<file path="src/hw/rtl/bpi_pkg.sv">
`timescale 1ns / 1ps

package bpi_pkg;

    localparam int MAX_BREAKPOINTS_DEF = 16;
    localparam int AXES                = 3;
    localparam int WORD_W              = 32;
    localparam int COUNT_W             = 5;
    localparam int STATUS_W            = 2;
    localparam int INDEX_W             = 4;
    localparam int DIV_STEPS           = 32;
    localparam int DIV_CNT_W           = $clog2(DIV_STEPS);

    localparam int IN_DATA_W  = ((INDEX_W + 4 * WORD_W + 7) / 8) * 8;
    localparam int OUT_DATA_W = ((2 * AXES * WORD_W + STATUS_W + 7) / 8) * 8;

    localparam int APB_ADDR_W = 3;
    localparam int APB_DATA_W = 32;

    localparam logic REG_ENTRY_COUNT = 1'b0;

    localparam logic CMD_LOAD  = 1'b0;
    localparam logic CMD_QUERY = 1'b1;

    localparam logic [STATUS_W-1:0] STATUS_OK       = 2'd0;
    localparam logic [STATUS_W-1:0] STATUS_HELD     = 2'd1;
    localparam logic [STATUS_W-1:0] STATUS_ZERO_LEN = 2'd2;

    localparam logic [WORD_W-1:0] SLOPE_POS_MAX = 32'h7FFF_FFFF;
    localparam logic [WORD_W-1:0] SLOPE_NEG_MAG = 32'h8000_0000;

    typedef struct packed {
        logic busy;
        logic done;
        logic overflow;
    } div_status_t;

endpackage

</file>
<file path="src/hw/rtl/bpi_divider.sv">
`timescale 1ns / 1ps

// Restoring divider, one quotient bit per cycle. The upper dividend word must be
// below the divisor for the quotient to fit one word; otherwise overflow is flagged.
module bpi_divider
(
    input  logic                          clk,
    input  logic                          rst_n,
    input  logic                          start,
    input  logic [bpi_pkg::WORD_W-1:0]    dividend_hi,
    input  logic [bpi_pkg::WORD_W-1:0]    dividend_lo,
    input  logic [bpi_pkg::WORD_W-1:0]    divisor,
    output logic [bpi_pkg::WORD_W-1:0]    quotient,
    output bpi_pkg::div_status_t          stat
);

    logic [bpi_pkg::WORD_W-1:0]    rem_reg;
    logic [bpi_pkg::WORD_W-1:0]    quo_reg;
    logic [bpi_pkg::WORD_W-1:0]    div_reg;
    logic [bpi_pkg::DIV_CNT_W-1:0] cnt_reg;
    logic                          busy_reg;
    logic                          done_reg;
    logic                          ovf_reg;

    logic [bpi_pkg::WORD_W:0]      shifted;
    logic [bpi_pkg::WORD_W:0]      trial;
    logic                          fits;

    assign shifted = {rem_reg, quo_reg[bpi_pkg::WORD_W-1]};
    assign trial   = shifted - {1'b0, div_reg};
    assign fits    = (shifted >= {1'b0, div_reg});

    always_ff @(posedge clk or negedge rst_n)
    begin
        if (!rst_n)
        begin
            busy_reg <= 1'b0;
            done_reg <= 1'b0;
            ovf_reg  <= 1'b0;
            cnt_reg  <= '0;
        end
        else if (start)
        begin
            busy_reg <= 1'b1;
            done_reg <= 1'b0;
            ovf_reg  <= (dividend_hi >= divisor);
            cnt_reg  <= bpi_pkg::DIV_CNT_W'(bpi_pkg::DIV_STEPS - 1);
        end
        else if (busy_reg)
        begin
            if (cnt_reg == '0)
            begin
                busy_reg <= 1'b0;
                done_reg <= 1'b1;
            end
            else
            begin
                cnt_reg <= cnt_reg - 1'b1;
            end
        end
    end

    always_ff @(posedge clk)
    begin
        if (start)
        begin
            rem_reg <= dividend_hi;
            quo_reg <= dividend_lo;
            div_reg <= divisor;
        end
        else if (busy_reg)
        begin
            rem_reg <= fits ? trial[bpi_pkg::WORD_W-1:0] : shifted[bpi_pkg::WORD_W-1:0];
            quo_reg <= {quo_reg[bpi_pkg::WORD_W-2:0], fits};
        end
    end

    assign quotient      = quo_reg;
    assign stat.busy     = busy_reg;
    assign stat.done     = done_reg;
    assign stat.overflow = ovf_reg;

endmodule

</file>
<file path="config.mk">
export PLATFORM = sky130hd
export DESIGN_NAME = bpi_divider
export DESIGN_NICKNAME = d
export VERILOG_FILES = /design/src/hw/rtl/bpi_pkg.sv /design/src/hw/rtl/bpi_divider.sv
export SDC_FILE = /design/constraint.sdc
export NUM_CORES = 1
export LEC_CHECK = 0
export BUFFER_PORTS_ARGS = -buffer_cell sky130_fd_sc_hd__buf_2
export CAP_MARGIN = 0
export CORE_MARGIN = 4
export CORE_UTILIZATION = 60
export CTS_CLUSTER_DIAMETER = 80
export DETAILED_ROUTE_END_ITERATION = 10
export GPL_ROUTABILITY_DRIVEN = 0
export PLACE_DENSITY = 0.85
export SYNTH_ARGS = -nofsm -noshare
export SYNTH_HDL_FRONTEND = slang
export SYNTH_SLANG_ARGS = --single-unit
</file>
<file path="constraint.sdc">
create_clock -name clk -period 6.6 [get_ports clk]
set_clock_uncertainty 0.15 [all_clocks]
set_input_delay 0.99 -clock clk [delete_from_list [all_inputs] [get_ports clk]]
set_output_delay 0.99 -clock clk [all_outputs]
set_load 0.005 [all_outputs]
</file>
==> run_results.csv <==
group,metric,value,unit
outcome,outcome,"finished, final reports clean",
timing,period_needed,3960,ps
drt,routedWlPerCell,17.45,microns
cts,postCtsHoldBufs,0,
placement,place.port_buffers,133,
synthesis,ys_seq_elements,104,
timing,final.period_utilization,0.6000,
global_route,grtUsageTotal,0.2568,
critical_path,crit_chain,"ha_1 > and4_1 > nor3b_1 > o21ai_1 > a211oi_2 > nor3b_2 > o311ai_4 > buf_4 > and2_0 > a221o_1",
synthesis,synth_top_area_frac,0.4069,
critical_path,max_stage_delay,810,ps
global_route,antenna_found_initial,0,
synthesis,postSynthAreaPerCell,10.28,sq um
synthesis,synthTopCellsByArea,"edfxtp_1 41%, ha_1 12%, mux2_2 5.1%",
cells_and_area,area_growth,14.23,%
global_route,grt.overflow.total,0,
synthesis,async_flop_share,0.07692,
cells_and_area,drive_above_1_share,0.2413,
synthesis,synthCells,689,
global_route,grt_pass1_vias,5907,
cells_and_area,fin_nets,969,
timing,max-slew-margin-rel,0.3857,
drt,wirelength,16.60,mm
global_route,grt_start_max_net_pins,65,
power,powerDensity,376.2,nW/um^2
critical_path,required,6670,ps
floorplanning,dieWidth,116.7,microns
global_route,grt_pass1_wl,27.65,mm
timing,hold_slack,313.6,ps
timing,fin_ws,2640,ps
cells_and_area,antenna_cells,0,
timing,grt_setup_unrepaired,"false",
drt,drt_pass1_iterations,5,
placement,place_ws,2686,ps
cts,cts_tree,"done",
cts,post_cts_buffers,0,
cts,cts-htree-levels,3,
synthesis,syn_area,7086,sq um
cts,cts_resized,0,
cts,worstSkewPairLatency,350,ps
cts,cts_root_buf,"clkbuf_16",
critical_path,timing_worst_setup_path_type,"register to register",
critical_path,cp-end-kind,"register",
cells_and_area,final.fill_count,852,
synthesis,synth_area_leader_cell,"edfxtp_1",
cts,cts.reportedPaths.clkPinSlew,70,ps
timing,finalHoldViolCount,0,
critical_path,cp.arrival,4030,ps
hold_path,hp-class,"primary input to asynchronous set/reset pin",
timing,fin_tns_setup,0,ps
critical_path,crit_path_top_delay_cell,"o311ai_4",
drt,routed-via-count,5673,
synthesis,yosysSeqAreaShare,0.4351,
critical_path,path_max_fanout,26,
critical_path,worstSetupStartpointType,"register",
floorplanning,dieHeight,116.7,microns
drt,drc,0,
drt,drtIter0Drc,432,
floorplanning,core-area,11470,sq um
timing,fmax,252.5,MHz
floorplanning,pin_count,134,
drt,route.antenna.remaining_nets,0,
floorplanning,dieArea,13610,sq um
drt,post_drt_via_cell_ratio,5.965,
timing,final_max_slew_viol_count,0,
synthesis,syn_nets,855,
synthesis,synth_flop_cell,"edfxtp_1",
power,ir_drop,0.3438,mV
cts,cts_buffers,9,
placement,hpwlAfterDp,12.61,mm
floorplanning,fp-row-count,39,
synthesis,synth_edf_count,96,
synthesis,synth_cell_types,58,
power,leakagePower,3.789,nW
run,maxCapViolCount,0,
cts,clk_path_buf_depth,2,
cts,clock-sinks,104,
synthesis,yosys_warnings,0,
timing,worst_pin_slew,919.3,ps
timing,setup_viol_count_final,0,
floorplanning,start_util,0.6179,
[per-stage QoR]
| stage | utilization | area (sq um) | instances | power [mW] |
|---|---|---|---|---|
| global route | 0.7058 | 8094 | 951 | 3.257 |
| detailed placement | 0.6800 | 7797 | 935 | 2.474 |
| finish | 0.7058 | 8094 | 951 | 3.045 |
| CTS | 0.7058 | 8094 | 951 | 3.043 |
| global placement | 0.6800 | 7797 | 935 | 2.421 |
| floorplan | - | 7086 | 689 | 2.151 |
[cells in the mapped netlist, types with 5 or more instances]
cell	n
a221o_1	6
a31oi_1	7
nand4_1	14
edfxtp_1	96
ha_1	66
a211oi_1	7
buf_2	6
inv_1	85
nand2_1	48
nor3_1	8
nand3_1	16
o21ai_0	15
nand2b_1	5
mux2_2	32
a21o_1	34
o311ai_1	11
clkbuf_1	21
nor2_1	29
nor3b_1	7
xnor2_1	21
o21ai_1	11
xor2_1	12
a21oi_1	50
dfrtp_1	8
mux2i_1	13
[placed cells by master, fill, tap and decap left out, types with 5 or more instances in the layout]
cell         n
mux2i_1     13
nand2_1     48
o21ai_0     15
a21o_1      34
inv_1       85
mux2_2      32
a21oi_1     50
clkbuf_16    9
ha_1        66
nor3b_1      7
a221o_1      6
buf_4        5
a211oi_1     7
nand3_1     16
xor2_1      12
o311ai_1    11
nand4_1     14
buf_2      132
nand2b_1     5
edfxtp_1    96
o21ai_1     11
dfrtp_1      8
a31oi_1      7
nor3_1       8
xnor2_1     21
nor2_1      29
[metal layers]
metal / vias to the layer above / share of wire / wire length (microns) / track usage
met4: 0 / 0.022 / 368 / 0.08486
met1: 2658 / 0.40 / 6593 / 0.3073
met3: 32 / 0.088 / 1468 / 0.07668
li1: 2750 / - / - / -
met2: 233 / 0.49 / 8166 / 0.4443
met5: - / 0 / 0 / 0
[area by class of cell]
type                            count  area, sq um  share of cell area
Clock buffer                       10        229.0             0.02829
Clock inverter                      6        67.56            0.008348
Inverter                           87        326.6             0.04035
Multi-Input combinational cell    464         3511              0.4338
Sequential cell                   104         3083              0.3809
Tap cell                          143        178.9             0.02211
Timing Repair Buffer              137        698.2             0.08626
[critical path, delay by kind of cell, from the launching register on]
family                     cells  cell delay (ps)
DFF                            1              410
AOI/OAI and AO/OA              4             1420
and+or+nand+nor                4              940
adders and majority gates      1              450
buffers and inverters          1              460
[cells by family after synthesis]
family,after synthesis,synth area share
adders and majority gates,67,0.1194
muxes,45,0.06922
xor gates and xnor gates,33,0.04079
and+or+nand+nor,152,0.1068
AOI/OAI and AO/OA,167,0.1593
buffers and inverters,121,0.06940
DFF,104,0.4351
[path summary, 6_finish.rpt]
path                                  start          end  slack [ps]  cells after the start
worst max-delay path            rem_reg[11]  rem_reg[27]        2640                     10
worst min-delay path                  rst_n   cnt_reg[4]         310                      1
worst max register to register  rem_reg[11]  rem_reg[27]        2640                     10
worst min register to register     done_reg     done_reg         350                      2
max in group asynchronous             rst_n   cnt_reg[1]        5820                      1
min in group clk                   done_reg     done_reg         350                      2
[report_power, final]
part	leakage [nW]	internal [mW]	switching, mW
logic	2.57	0.648	0.860
registers	1.07	0.905	0.0824
clock network	0.145	0.297	0.252
total	3.79	1.85	1.19
Note: power is estimated with default switching activity, not from simulation.
